<file path="src/rtl/f2dc_pkg.sv">
// shared types and constants of the streaming 2d correlation filter
package f2dc_pkg;

    localparam int PIX_W        = 8;
    localparam int COEF_W       = 12;
    localparam int KMAX         = 5;
    localparam int LINE_MAX     = KMAX - 1;
    localparam int SLOT_W       = 2;
    localparam int PROD_W       = 21;
    localparam int VALUE_W      = 25;
    localparam int OUT_ROW_W    = 12;
    localparam int OUT_COL_W    = 10;
    localparam int ROW_CNT_W    = 13;
    localparam int WIDTH_REG_W  = 11;
    localparam int HEIGHT_REG_W = 13;
    localparam int MAX_HEIGHT   = 4096;
    localparam int ROW_SAT      = 8191;
    localparam int CFG_IDX_W    = 3;
    localparam int CFG_DATA_W   = 60;

    // configuration register indexes
    typedef enum logic [CFG_IDX_W-1:0] {
        REG_IMAGE_WIDTH  = 3'd0,
        REG_IMAGE_HEIGHT = 3'd1,
        REG_KERNEL_ROW0  = 3'd2,
        REG_KERNEL_ROW1  = 3'd3,
        REG_KERNEL_ROW2  = 3'd4,
        REG_KERNEL_ROW3  = 3'd5,
        REG_KERNEL_ROW4  = 3'd6
    } cfg_reg_t;

    // per-item control handed from the counter stage to the datapath
    typedef struct packed {
        logic                 emit;
        logic                 last;
        logic [OUT_ROW_W-1:0] row;
        logic [OUT_COL_W-1:0] col;
        logic [PIX_W-1:0]     px;
        logic [SLOT_W-1:0]    slot;
        logic [KMAX-1:0]      rmask;
        logic [KMAX-1:0]      cmask;
    } tap_ctrl_t;

endpackage

</file>
<file path="src/rtl/f2dc_mac.sv">
// tap window, coefficient products and adder stages
module f2dc_mac
    import f2dc_pkg::*;
#(
    parameter int KR = 3,
    parameter int KC = 3
) (
    input  logic                  aclk,
    input  logic                  aresetn,
    input  logic                  en,
    input  logic                  b_valid,
    input  tap_ctrl_t             b_ctrl,
    input  logic [PIX_W-1:0]      line_data [LINE_MAX],
    input  logic [CFG_DATA_W-1:0] kernel [KMAX],
    output logic                  m_valid,
    output logic [VALUE_W-1:0]    m_value,
    output logic [OUT_ROW_W-1:0]  m_out_row,
    output logic [OUT_COL_W-1:0]  m_out_col,
    output logic                  m_frame_last
);

    localparam int LINES = (KR > 1) ? KR - 1 : 1;

    logic [PIX_W-1:0]          window_reg [KR][KC];
    logic [PIX_W-1:0]          new_col [KR];
    logic [PIX_W-1:0]          shifted [KR][KC];
    logic signed [PROD_W-1:0]  prod [KR][KC];
    logic signed [PROD_W-1:0]  c_prod_reg [KR][KC];
    logic signed [VALUE_W-1:0] row_sum [KR];
    logic signed [VALUE_W-1:0] d_rsum_reg [KR];
    logic signed [VALUE_W-1:0] total;

    logic                      c_valid_reg, d_valid_reg, m_valid_reg;
    logic                      c_last_reg, d_last_reg, m_last_reg;
    logic [OUT_ROW_W-1:0]      c_row_reg, d_row_reg, m_row_reg;
    logic [OUT_COL_W-1:0]      c_col_reg, d_col_reg, m_col_reg;
    logic [VALUE_W-1:0]        m_value_reg;

    // incoming column: current pixel at the bottom, older rows from the ring
    always_comb begin
        int ph;
        for (int k = 0; k < KR; k++) begin
            ph = int'(b_ctrl.slot) - (KR - 1 - k);
            if (ph < 0) begin
                ph = ph + LINES;
            end
            if (k == KR - 1) begin
                new_col[k] = b_ctrl.px;
            end else begin
                new_col[k] = line_data[SLOT_W'(ph)];
            end
        end
    end

    // window after this transfer's shift, masked products
    always_comb begin
        for (int k = 0; k < KR; k++) begin
            for (int l = 0; l < KC; l++) begin
                if (l == KC - 1) begin
                    shifted[k][l] = new_col[k];
                end else begin
                    shifted[k][l] = window_reg[k][(l + 1) % KC];
                end
                if (b_ctrl.rmask[k] && b_ctrl.cmask[l]) begin
                    prod[k][l] = PROD_W'($signed({1'b0, shifted[k][l]})
                                 * $signed(kernel[k][COEF_W*l +: COEF_W]));
                end else begin
                    prod[k][l] = '0;
                end
            end
        end
    end

    // per-row sums, then the total
    always_comb begin
        total = '0;
        for (int k = 0; k < KR; k++) begin
            row_sum[k] = '0;
            for (int l = 0; l < KC; l++) begin
                row_sum[k] = row_sum[k] + VALUE_W'(c_prod_reg[k][l]);
            end
            total = total + d_rsum_reg[k];
        end
    end

    // datapath registers
    always_ff @(posedge aclk) begin
        if (en) begin
            if (b_valid) begin
                window_reg <= shifted;
            end
            c_prod_reg  <= prod;
            c_last_reg  <= b_ctrl.last;
            c_row_reg   <= b_ctrl.row;
            c_col_reg   <= b_ctrl.col;
            d_rsum_reg  <= row_sum;
            d_last_reg  <= c_last_reg;
            d_row_reg   <= c_row_reg;
            d_col_reg   <= c_col_reg;
            m_value_reg <= total;
            m_last_reg  <= d_last_reg;
            m_row_reg   <= d_row_reg;
            m_col_reg   <= d_col_reg;
        end
    end

    // valid flags of the stages
    always_ff @(posedge aclk) begin
        if (!aresetn) begin
            c_valid_reg <= 1'b0;
            d_valid_reg <= 1'b0;
            m_valid_reg <= 1'b0;
        end else if (en) begin
            c_valid_reg <= b_valid & b_ctrl.emit;
            d_valid_reg <= c_valid_reg;
            m_valid_reg <= d_valid_reg;
        end
    end

    assign m_valid      = m_valid_reg;
    assign m_value      = m_value_reg;
    assign m_out_row    = m_row_reg;
    assign m_out_col    = m_col_reg;
    assign m_frame_last = m_last_reg;

endmodule

</file>
<file path="config.mk">
export PLATFORM = sky130hd
export DESIGN_NAME = f2dc_mac
export DESIGN_NICKNAME = d
export VERILOG_FILES = /design/src/rtl/f2dc_pkg.sv /design/src/rtl/f2dc_mac.sv
export SDC_FILE = /design/constraint.sdc
export NUM_CORES = 2
export LEC_CHECK = 0
export BUFFER_PORTS_ARGS = -buffer_cell sky130_fd_sc_hd__buf_2
export CORE_MARGIN = 3
export CORE_UTILIZATION = 28
export CTS_CLUSTER_DIAMETER = 50
export DETAILED_ROUTE_END_ITERATION = 10
export GPL_ROUTABILITY_DRIVEN = 0
export PLACE_DENSITY = 0.54
export SYNTH_ARGS = -nofsm -noshare
export SYNTH_HDL_FRONTEND = slang
export SYNTH_SLANG_ARGS = --single-unit
</file>
<file path="constraint.sdc">
create_clock -name aclk -period 9.2 [get_ports aclk]
set_clock_uncertainty 0.05 [all_clocks]
set_input_delay 2.3 -clock aclk [delete_from_list [all_inputs] [get_ports aclk]]
set_output_delay 2.3 -clock aclk [all_outputs]
set_load 0.02 [all_outputs]
</file>
==> results_dict.tcl <==
set metrics [dict create \
    p_per_area_mw_per_mm2 347 \
    worstPathRequired_ps 9500 \
    final.period_utilization 0.772 \
    yosys_most_used_dff "edfxtp_1" \
    period_minus_slack_ps 7100 \
    crit_path_end_kind "flip-flop" \
    initial_core_util 0.284 \
    cts_buffers 69 \
    htreeDepth 3 \
    final.setup.tns_ps 0 \
    post_cts_buffers 0 \
    drv_slew 0 \
    async_flop_share 0 \
    dr.pass1.iters 5 \
    leakage_nw 28.1 \
    overflow 0 \
    startpoint_type "primary input" \
    synth_area_leaders "fa_1 31%, edfxtp_1 23%, ha_1 11%" \
    ir_worst_vdd_mv 0.223 \
    wl_um 125000 \
    dieHeight_um 435 \
    drc 0 \
    outcome "complete, no violations" \
    synthDistinctLibCells 73 \
    path_clk_slew_ps 60 \
    synth-edff-count 400 \
    portBuffers 224 \
    cts_root_buffer "clkbuf_16" \
    antenna_found_initial 33 \
    syn_area_mm2 0.0516 \
    hp-class "reg2reg" \
    post_drt_wl_per_cell_um 15.7 \
    post-synth-top-area-cell "fa_1" \
    clk_path_buf_depth 3 \
    rows 156 \
    largest_reg_flops 189 \
    cts_tree "built" \
    synth_top_area_frac 0.307 \
    grt_max_degree 143 \
    drive_above_1_share 0.0703 \
    area_delta_synth_final_pct 12.3 \
    syn_avg_cell_area_um2 9.86 \
    dp_hpwl_um 102000 \
    wl_met3_um 5000 \
    critPathArrivalTime_ps 7400 \
    cts_resized 0 \
    finalNetCount 7062 \
    nFillCells 18904 \
    met2_wirelength_um 61200 \
    total_power_mw 20.1 \
    insertion_delay_ps 640 \
    core_mm2 0.182 \
    path_class "in2reg" \
    numClockSinks 403 \
    top_layer_used "met5" \
    yosysWarnings 0 \
    drt_iter0_drc 1933 \
    die_area_mm2 0.189 \
    syn_inst 5230 \
    synth.ff_latch_count 403 \
    cap_violations 0 \
    tightest_slew_ps 965 \
    final_core_util 0.318 \
    hold_viol 0 \
    vias 35289 \
    postRouteAntennaNets 0 \
    grt_use_total 0.134 \
    wirelength_met1_um 56000 \
    grt_setup_unrepaired "no" \
    die_w_um 435 \
    grt_first_pass_wirelength_um 203000 \
    relSlewSlack 0.356 \
    cts_hold_buf 0 \
    critical_path.max_fanout 13 \
    grt_pass1_vias 37236 \
    ios 429 \
    setup_viol_count_final 0 \
    ys_seq_area_frac 0.234 \
    viasPerCell 4.44 \
    max_clock_freq_mhz 141 \
    synth_fp_nets 6866 \
]
## power by group
group	total (mW)	internal, mW	switching (mW)
clock	2.72	1.69	1.03
sequential	3.49	3.05	0.440
combinational	13.9	5.75	8.13
## critical path, stage by stage
cell and delay (ps):
buf_2 230, mux2i_1 210, a21oi_1 90, buf_4 220, and2_1 190, fa_1 560
fa_1 450, fa_1 540, inv_1 50, fa_1 470, inv_1 40, ha_1 310
a21oi_1 230, o21ai_1 150, a211oi_1 290, a21bo_2 280, a2111oi_0 500, o21ai_0 140
nor3b_1 170
## through the flow
| stage | hold WS [ps] | std cells | cell area, um2 | worst slack, ps |
|---|---|---|---|---|
| floorplan | 350 | 5230 | 51600 | 1570 |
| global placement | 350 | 7804 | 55500 | 1530 |
| detailed placement | 355 | 7804 | 55500 | 1480 |
| CTS | 359 | 7928 | 57900 | 2170 |
| global route | 369 | 7933 | 57900 | 1610 |
| finish | 363 | 7940 | 57900 | 2100 |
## path summary, 6_finish.rpt
path / start / to / slack [ps] / cells after the start
worst min-delay path: c_col_reg[2] / d_col_reg[2] / 360 / 0
worst max-delay path: b_ctrl[11] / c_prod_reg[81] / 2100 / 19
worst max register to register: shifted[32] / c_prod_reg[102] / 3810 / 16
worst min register to register: c_col_reg[2] / d_col_reg[2] / 360 / 0
## cells in the final DEF (no fill, tap or decap), types with 8 or more instances in the layout
cell type / netlist / final
a31oi_1: 24 / 24
a211oi_1: 26 / 26
nor4_1: 11 / 11
nor2b_1: 67 / 67
clkbuf_16: 0 / 70
mux2i_1: 28 / 28
nand4_1: 11 / 11
nor3_1: 37 / 37
mux2_2: 8 / 8
ha_1: 464 / 464
o211ai_1: 12 / 12
inv_6: 0 / 11
nor2_1: 198 / 198
fa_1: 792 / 792
nand3_1: 31 / 31
o21ai_0: 86 / 86
inv_8: 0 / 11
o21bai_1: 44 / 44
nor3b_1: 11 / 11
nand2b_1: 28 / 28
buf_4: 0 / 13
nand2_1: 546 / 546
and3_1: 76 / 76
bufinv_16: 0 / 9
a21oi_1: 195 / 195
o21ai_1: 9 / 9
edfxtp_1: 400 / 400
diode_2: 0 / 12
buf_2: 0 / 223
o21a_1: 20 / 20
inv_1: 1218 / 1218
a21o_1: 70 / 70
a2111oi_0: 8 / 8
xnor2_1: 133 / 133
xor2_1: 66 / 66
and2_1: 391 / 390
## cells by family (layout without fill, tap and decap cells)
family	Yosys count	after routing	synth area share
and+or+nand+nor	1437	1437	0.138
buffers and inverters	1331	1580	0.0968
adders and majority gates	1256	1256	0.420
AOI/OAI and AO/OA	567	567	0.0705
DFF	403	403	0.234
xor gates and xnor gates	199	199	0.0338
muxes	37	37	0.00740
other	0	12	0
## cell usage after synthesis (70+ instances only)
cell      count
ha_1        464
inv_1      1218
nand2_1     546
o21ai_0      86
xnor2_1     133
and3_1       76
edfxtp_1    400
fa_1        792
nor2_1      198
a21oi_1     195
clkbuf_1    113
a21o_1       70
and2_1      391
## layout make-up
type / instances / area (um2) / area share
Clock inverter: 51 / 662 / 0.0114
Sequential cell: 403 / 12100 / 0.208
Timing Repair Buffer: 238 / 1250 / 0.0216
Clock buffer: 73 / 1760 / 0.0304
Antenna cell: 12 / 30.0 / 0.000518
Tap cell: 2449 / 3060 / 0.0529
Inverter: 1218 / 4570 / 0.0789
Multi-Input combinational cell: 3496 / 34500 / 0.596
## metal layers
metal,global-route usage,vias to the layer above
li1,-,16802
met2,0.230,579
met3,0.0208,166
met1,0.174,17730
met4,0.0362,12
met5,0,-
(Power assumes the default switching activity.)
