===== config.mk =====
export PLATFORM = sky130hd
export DESIGN_NAME = f2dc_ctrl
export DESIGN_NICKNAME = d
export VERILOG_FILES = /design/src/rtl/f2dc_pkg.sv /design/src/rtl/f2dc_ctrl.sv
export SDC_FILE = /design/constraint.sdc
export NUM_CORES = 1
export LEC_CHECK = 0
export BUFFER_PORTS_ARGS = -buffer_cell sky130_fd_sc_hd__buf_2
export CELL_PAD_IN_SITES_DETAIL_PLACEMENT = 1
export CELL_PAD_IN_SITES_GLOBAL_PLACEMENT = 2
export CORE_MARGIN = 3
export CORE_UTILIZATION = 35
export DETAILED_ROUTE_END_ITERATION = 6
export HOLD_SLACK_MARGIN = 0.03
export PLACE_DENSITY = 0.89
export SLEW_MARGIN = 20
export SYNTH_ARGS = -nofsm -noshare
export SYNTH_HDL_FRONTEND = slang
export SYNTH_SLANG_ARGS = --single-unit

===== constraint.sdc =====
create_clock -name aclk -period 11.66 [get_ports aclk]
set_clock_uncertainty 0.2 [all_clocks]
set_input_delay 1.166 -clock aclk [delete_from_list [all_inputs] [get_ports aclk]]
set_output_delay 1.166 -clock aclk [all_outputs]
set_load 0.005 [all_outputs]

===== src/rtl/f2dc_pkg.sv =====
// shared types and constants of the streaming 2d correlation filter
package f2dc_pkg;

    localparam int PIX_W        = 8;
    localparam int COEF_W       = 12;
    localparam int KMAX         = 5;
    localparam int LINE_MAX     = KMAX - 1;
    localparam int SLOT_W       = 2;
    localparam int PROD_W       = 21;
    localparam int VALUE_W      = 25;
    localparam int OUT_ROW_W    = 12;
    localparam int OUT_COL_W    = 10;
    localparam int ROW_CNT_W    = 13;
    localparam int WIDTH_REG_W  = 11;
    localparam int HEIGHT_REG_W = 13;
    localparam int MAX_HEIGHT   = 4096;
    localparam int ROW_SAT      = 8191;
    localparam int CFG_IDX_W    = 3;
    localparam int CFG_DATA_W   = 60;

    // configuration register indexes
    typedef enum logic [CFG_IDX_W-1:0] {
        REG_IMAGE_WIDTH  = 3'd0,
        REG_IMAGE_HEIGHT = 3'd1,
        REG_KERNEL_ROW0  = 3'd2,
        REG_KERNEL_ROW1  = 3'd3,
        REG_KERNEL_ROW2  = 3'd4,
        REG_KERNEL_ROW3  = 3'd5,
        REG_KERNEL_ROW4  = 3'd6
    } cfg_reg_t;

    // per-item control handed from the counter stage to the datapath
    typedef struct packed {
        logic                 emit;
        logic                 last;
        logic [OUT_ROW_W-1:0] row;
        logic [OUT_COL_W-1:0] col;
        logic [PIX_W-1:0]     px;
        logic [SLOT_W-1:0]    slot;
        logic [KMAX-1:0]      rmask;
        logic [KMAX-1:0]      cmask;
    } tap_ctrl_t;

endpackage


===== src/rtl/f2dc_ctrl.sv =====
// stream position counters, output scheduling and tap masks
module f2dc_ctrl
    import f2dc_pkg::*;
#(
    parameter int KR        = 3,
    parameter int KC        = 3,
    parameter int MAX_WIDTH = 1024,
    parameter int CW        = $clog2(MAX_WIDTH)
) (
    input  logic                    aclk,
    input  logic                    aresetn,
    input  logic                    en,
    input  logic                    s_valid,
    input  logic                    s_cmd,
    input  logic [PIX_W-1:0]        s_pixel,
    input  logic [WIDTH_REG_W-1:0]  image_width,
    input  logic [HEIGHT_REG_W-1:0] image_height,
    output logic                    mem_rd,
    output logic [CW-1:0]           mem_addr,
    output logic                    mem_we,
    output logic [SLOT_W-1:0]       mem_wslot,
    output logic [PIX_W-1:0]        mem_wdata,
    output logic                    b_valid,
    output tap_ctrl_t               b_ctrl
);

    localparam int WW    = CW + 1;
    localparam int DW    = CW + 3;
    localparam int MIDR  = KR / 2;
    localparam int MIDC  = KC / 2;
    localparam int LOWR  = KR - 1 - MIDR;
    localparam int LOWC  = KC - 1 - MIDC;
    localparam int LINES = (KR > 1) ? KR - 1 : 1;

    logic [ROW_CNT_W-1:0] in_row_reg, in_row_next, emit_row_reg, emit_row_next;
    logic [CW-1:0]        in_col_reg, in_col_next, emit_col_reg, emit_col_next;
    logic [DW-1:0]        dist_reg, dist_next;
    logic [SLOT_W-1:0]    slot_reg, slot_next;
    logic                 b_valid_reg;
    tap_ctrl_t            b_ctrl_reg, b_ctrl_next;

    logic [WW-1:0]        w_eff;
    logic [ROW_CNT_W-1:0] h_eff;
    logic                 restart, accept, in_img, emit, last;
    logic [ROW_CNT_W-1:0] cur_in_row, cur_emit_row;
    logic [CW-1:0]        cur_in_col, cur_emit_col;
    logic [DW-1:0]        cur_dist, lag;
    logic [SLOT_W-1:0]    cur_slot;
    logic [PIX_W-1:0]     px;
    logic [KMAX-1:0]      rmask, cmask;

    // effective frame size
    always_comb begin
        if (image_width == '0) begin
            w_eff = WW'(1);
        end else if (13'(image_width) > 13'(MAX_WIDTH)) begin
            w_eff = WW'(MAX_WIDTH);
        end else begin
            w_eff = WW'(image_width);
        end
        if (image_height == '0) begin
            h_eff = ROW_CNT_W'(1);
        end else if (image_height > HEIGHT_REG_W'(MAX_HEIGHT)) begin
            h_eff = ROW_CNT_W'(MAX_HEIGHT);
        end else begin
            h_eff = image_height;
        end
    end

    // restart when the frame height shrank below the next output row
    assign restart      = (emit_row_reg >= h_eff);
    assign cur_in_row   = restart ? '0 : in_row_reg;
    assign cur_in_col   = restart ? '0 : in_col_reg;
    assign cur_emit_row = restart ? '0 : emit_row_reg;
    assign cur_emit_col = restart ? '0 : emit_col_reg;
    assign cur_dist     = restart ? '0 : dist_reg;
    assign cur_slot     = restart ? '0 : slot_reg;

    assign accept = s_valid & en;
    assign in_img = (cur_in_row < h_eff) && ({1'b0, cur_in_col} < w_eff);
    assign px     = s_cmd ? '0 : s_pixel;
    assign lag    = DW'(LOWR) * DW'(w_eff) + DW'(LOWC);
    assign emit   = (cur_dist >= lag);
    assign last   = emit && (cur_emit_row == h_eff - ROW_CNT_W'(1))
                    && (({1'b0, cur_emit_col} + WW'(1)) >= w_eff);

    // border masks of the taps around the output position
    always_comb begin
        int tr;
        int tc;
        rmask = '0;
        cmask = '0;
        for (int k = 0; k < KMAX; k++) begin
            tr = int'(cur_emit_row) - MIDR + k;
            tc = int'(cur_emit_col) - MIDC + k;
            if (k < KR) begin
                rmask[k] = (tr >= 0) && (tr < int'(h_eff));
            end
            if (k < KC) begin
                cmask[k] = (tc >= 0) && (tc < int'(w_eff));
            end
        end
    end

    // next counter values
    always_comb begin
        in_row_next   = cur_in_row;
        in_col_next   = cur_in_col;
        emit_row_next = cur_emit_row;
        emit_col_next = cur_emit_col;
        slot_next     = cur_slot;
        dist_next     = cur_dist + DW'(1) - DW'(emit);
        if (emit) begin
            if (({1'b0, cur_emit_col} + WW'(1)) >= w_eff) begin
                emit_col_next = '0;
                emit_row_next = cur_emit_row + ROW_CNT_W'(1);
            end else begin
                emit_col_next = cur_emit_col + CW'(1);
            end
        end
        if (last) begin
            in_row_next   = '0;
            in_col_next   = '0;
            emit_row_next = '0;
            emit_col_next = '0;
            slot_next     = '0;
            dist_next     = '0;
        end else if (({1'b0, cur_in_col} + WW'(1)) >= w_eff) begin
            in_col_next = '0;
            if (cur_in_row < ROW_CNT_W'(ROW_SAT)) begin
                in_row_next = cur_in_row + ROW_CNT_W'(1);
            end
            slot_next = (cur_slot == SLOT_W'(LINES - 1)) ? '0 : cur_slot + SLOT_W'(1);
        end else begin
            in_col_next = cur_in_col + CW'(1);
        end
    end

    always_comb begin
        b_ctrl_next.emit  = emit;
        b_ctrl_next.last  = last;
        b_ctrl_next.row   = cur_emit_row[OUT_ROW_W-1:0];
        b_ctrl_next.col   = OUT_COL_W'(cur_emit_col);
        b_ctrl_next.px    = px;
        b_ctrl_next.slot  = cur_slot;
        b_ctrl_next.rmask = rmask;
        b_ctrl_next.cmask = cmask;
    end

    // counter registers advance on every transfer
    always_ff @(posedge aclk) begin
        if (!aresetn) begin
            in_row_reg   <= '0;
            in_col_reg   <= '0;
            emit_row_reg <= '0;
            emit_col_reg <= '0;
            dist_reg     <= '0;
            slot_reg     <= '0;
            b_valid_reg  <= 1'b0;
        end else begin
            if (en) begin
                b_valid_reg <= accept;
            end
            if (accept) begin
                in_row_reg   <= in_row_next;
                in_col_reg   <= in_col_next;
                emit_row_reg <= emit_row_next;
                emit_col_reg <= emit_col_next;
                dist_reg     <= dist_next;
                slot_reg     <= slot_next;
            end
        end
    end

    always_ff @(posedge aclk) begin
        if (accept) begin
            b_ctrl_reg <= b_ctrl_next;
        end
    end

    assign mem_rd    = accept;
    assign mem_addr  = cur_in_col;
    assign mem_we    = accept & in_img;
    assign mem_wslot = cur_slot;
    assign mem_wdata = px;
    assign b_valid   = b_valid_reg;
    assign b_ctrl    = b_ctrl_reg;

endmodule


==> impl_metrics.ini <==
[finish]
drive_gt1_share_pct = 11.5
largest_reg_flops = 40
fin_nets = 1546
n_antenna_cell = 0
final_util_pct = 39.1
syn_to_final_growth_pct = 9.26

[timing]
period_share_pct = 72.4
period_minus_slack_ps = 8450
slew_violations = 0
tightest_slew_ps = 1130
fin_setup_tns_ps = 0
slew_headroom_pct = 23.4
max_freq_ghz = 0.118
hold_viol = 0
setup_violations = 0
rsz0062_at_grt = no
finalWorstSetupSlack_ps = 3210

[cts]
cts.path.max_buffers = 2
hold_buffers = 0
postCtsSetupBuffers = 0
clk_latency_ps = 370
tritoncts = built
clock-root-buffer = clkbuf_16
cts_max_level = 3
cts.sinks = 102
cts_buffers = 9
cts.clk_slew.worst_paths_ps = 60
postCtsResizedCells = 0

[detailed_routing]
ant_nets = 0
vias = 10242
drt_iter0_drc = 564
first_pass_iters = 5
viasPerCell = 5.88
drt-total-wl_um = 36800
drc = 0
wl_per_cell_um = 21.1

[power_and_ir_drop]
leakage_nw = 5.21
p_per_area_nw_per_um2 = 74.2
peakVddDrop_mv = 0.0724

[worst_hold_path]
hp-class = flip-flop to flip-flop

[place]
port_buffers = 99
dp_slack_ps = 2960
hpwl_um = 27800
place.gp.congestion = 0.911

[synth]
synth-compound-area-share_pct = 21.3
synth_most_common_cell = ha_1
synthXorXnorAreaFrac_pct = 6.65
synth_adder_area_share_pct = 19.0
synth_edf_count = 40
ys.warnings.count = 0
muxShareOfSynthArea_pct = 0.505
synth_largest_area_cell = ha_1
avgSynthCellArea_um2 = 8.19
synth-simple-area-share_pct = 23.7
syn_area_um2 = 10700
synth-seq-cells = 102
ys_seq_area_share_pct = 22.9
synth_flop_cell = dfxtp_1
synth.top_cell.area_share_pct = 19.0
async_reset_ff_share_pct = 0
synthTopCellsByCount = ha_1, nand2_1, nor2_1
syn_inst = 1302
synth_top_family_by_area = simple AND/OR/NAND/NOR gates
synth.area.top_cells = ha_1, dfxtp_1, edfxtp_1, xnor2_1, nand2_1
synth_cell_types = 87

[global_routing]
overflow = 0
grt_max_degree = 48
use_met2_pct = 38.5
grt.busiest_layer = met2
antenna_found_initial = 1
use_met3_pct = 2.91
gr-usage-all-layers_pct = 22.4
grt_pass1_wl_um = 59000
grt_pass1_vias = 10589
grtUsageMet1_pct = 29.2

[floorplanning]
core_area_um2 = 29800
fp-row-count = 63
die_h_um = 181
io_pins = 104
dieArea_um2 = 32600
start_util_pct = 35.8
die_w_um = 181

[setup_path]
critical_path.slowest_cell = and3_1
worst_ep_required_time_ps = 11710
cp-start-kind = primary input
cp_max_fo = 19
critical_path.top_delay_family = simple AND/OR/NAND/NOR gates
worst-path-buf-inv = 3
worstSetupEndpointType = flip-flop
cp_slowest_stage_delay_ps = 670
path_cells = buf_2 > inv_1 > nand2_1 > ha_1 > and4_1 > a221o_1 > a311o_1 > nor2_4 > nand2_1 > inv_1 > ha_1 > and3_1 > nand3_1 > xor2_1 > ha_1 > nand2_1 > a2111oi_0 > o221ai_1 > a21oi_1 > nor2_1 > nor2_1 > o2111ai_2 > and3_1 > a32o_1
critPathKind = primary input to flip-flop
cp.arrival_ps = 8490

[run_status]
outcome = finished clean

[job]
cap_violations = 0
power by group:
| group | switching [mW] | internal [mW] | total, mW |
|---|---|---|---|
| Combinational | 0.109 | 0.0678 | 0.177 |
| Sequential | 0.00288 | 0.379 | 0.382 |
| Clock | 0.148 | 0.158 | 0.306 |
final timing paths:
kind                    start            end  slack (ps)  cells after the start
max          image_height[12]  in_col_reg[4]        3210                     24
min               dist_reg[5]    dist_reg[5]         250                      2
max reg2reg   emit_row_reg[4]  in_col_reg[4]        4230                     21
min reg2reg       dist_reg[5]    dist_reg[5]         250                      2
kinds of logic (layout without fill, tap and decap cells):
group / after synthesis / in the layout
adder cells (fa/ha/maj): 162 / 162
AO/OA/AOI/OAI: 321 / 321
multiplexers: 5 / 5
other: 2 / 5
AND/OR/NAND/NOR: 483 / 483
buffers and inverters: 146 / 193
XOR/XNOR: 81 / 81
flip-flops: 102 / 102
layer usage:
metal	part of all wire, %	vias up
li1	-	4892
met1	45	5027
met2	48	263
met3	4.5	58
met4	2.6	2
met5	0.052	-
layout by cell type, fill, tap and decap left out, drive strengths merged, types with 28 or more instances in the layout:
| master | synthesis | layout |
|---|---|---|
| dfxtp | 62 | 62 |
| ha | 162 | 162 |
| edfxtp | 40 | 40 |
| inv | 65 | 66 |
| nand2 | 121 | 121 |
| nand3 | 38 | 38 |
| o21a | 31 | 31 |
| xnor2 | 53 | 53 |
| buf | 23 | 109 |
| nor3 | 33 | 33 |
| nor2b | 28 | 28 |
| and3 | 61 | 61 |
| xor2 | 28 | 28 |
| o21ai | 73 | 73 |
| nor2 | 83 | 83 |
| a21oi | 47 | 47 |
cell type report:
class                      count  area (µm²)
clock buffer                  13         262
clock inverter                 3        16.3
fill                        3607       18100
inverter                      68         255
multi-input combinational   1057        7620
sequential                   102        2440
tap                          390         488
timing repair buffer         109         571
worst reg2reg max path: cells and delay by family (launching register included):
| family | cells | cell delay, ps |
|---|---|---|
| AO/OA/AOI/OAI | 7 | 2570 |
| AND/OR/NAND/NOR | 9 | 2450 |
| adder cells (fa/ha/maj) | 3 | 920 |
| flip-flops | 1 | 740 |
| XOR/XNOR | 1 | 230 |
| buffers and inverters | 1 | 180 |
through the flow:
| stage | power [mW] | instance area, µm² | instances | hold slack (ps) |
|---|---|---|---|---|
| after floorplan | 0.507 | 10700 | 1305 | 217 |
| after global placement | 0.560 | 11400 | 1726 | 225 |
| after detailed placement | 0.566 | 11400 | 1726 | 242 |
| after CTS | 0.875 | 11700 | 1742 | 259 |
| after global routing | 0.911 | 11700 | 1742 | 282 |
| final | 0.864 | 11700 | 1742 | 252 |
Note: power is estimated with default switching activity, not from simulation.
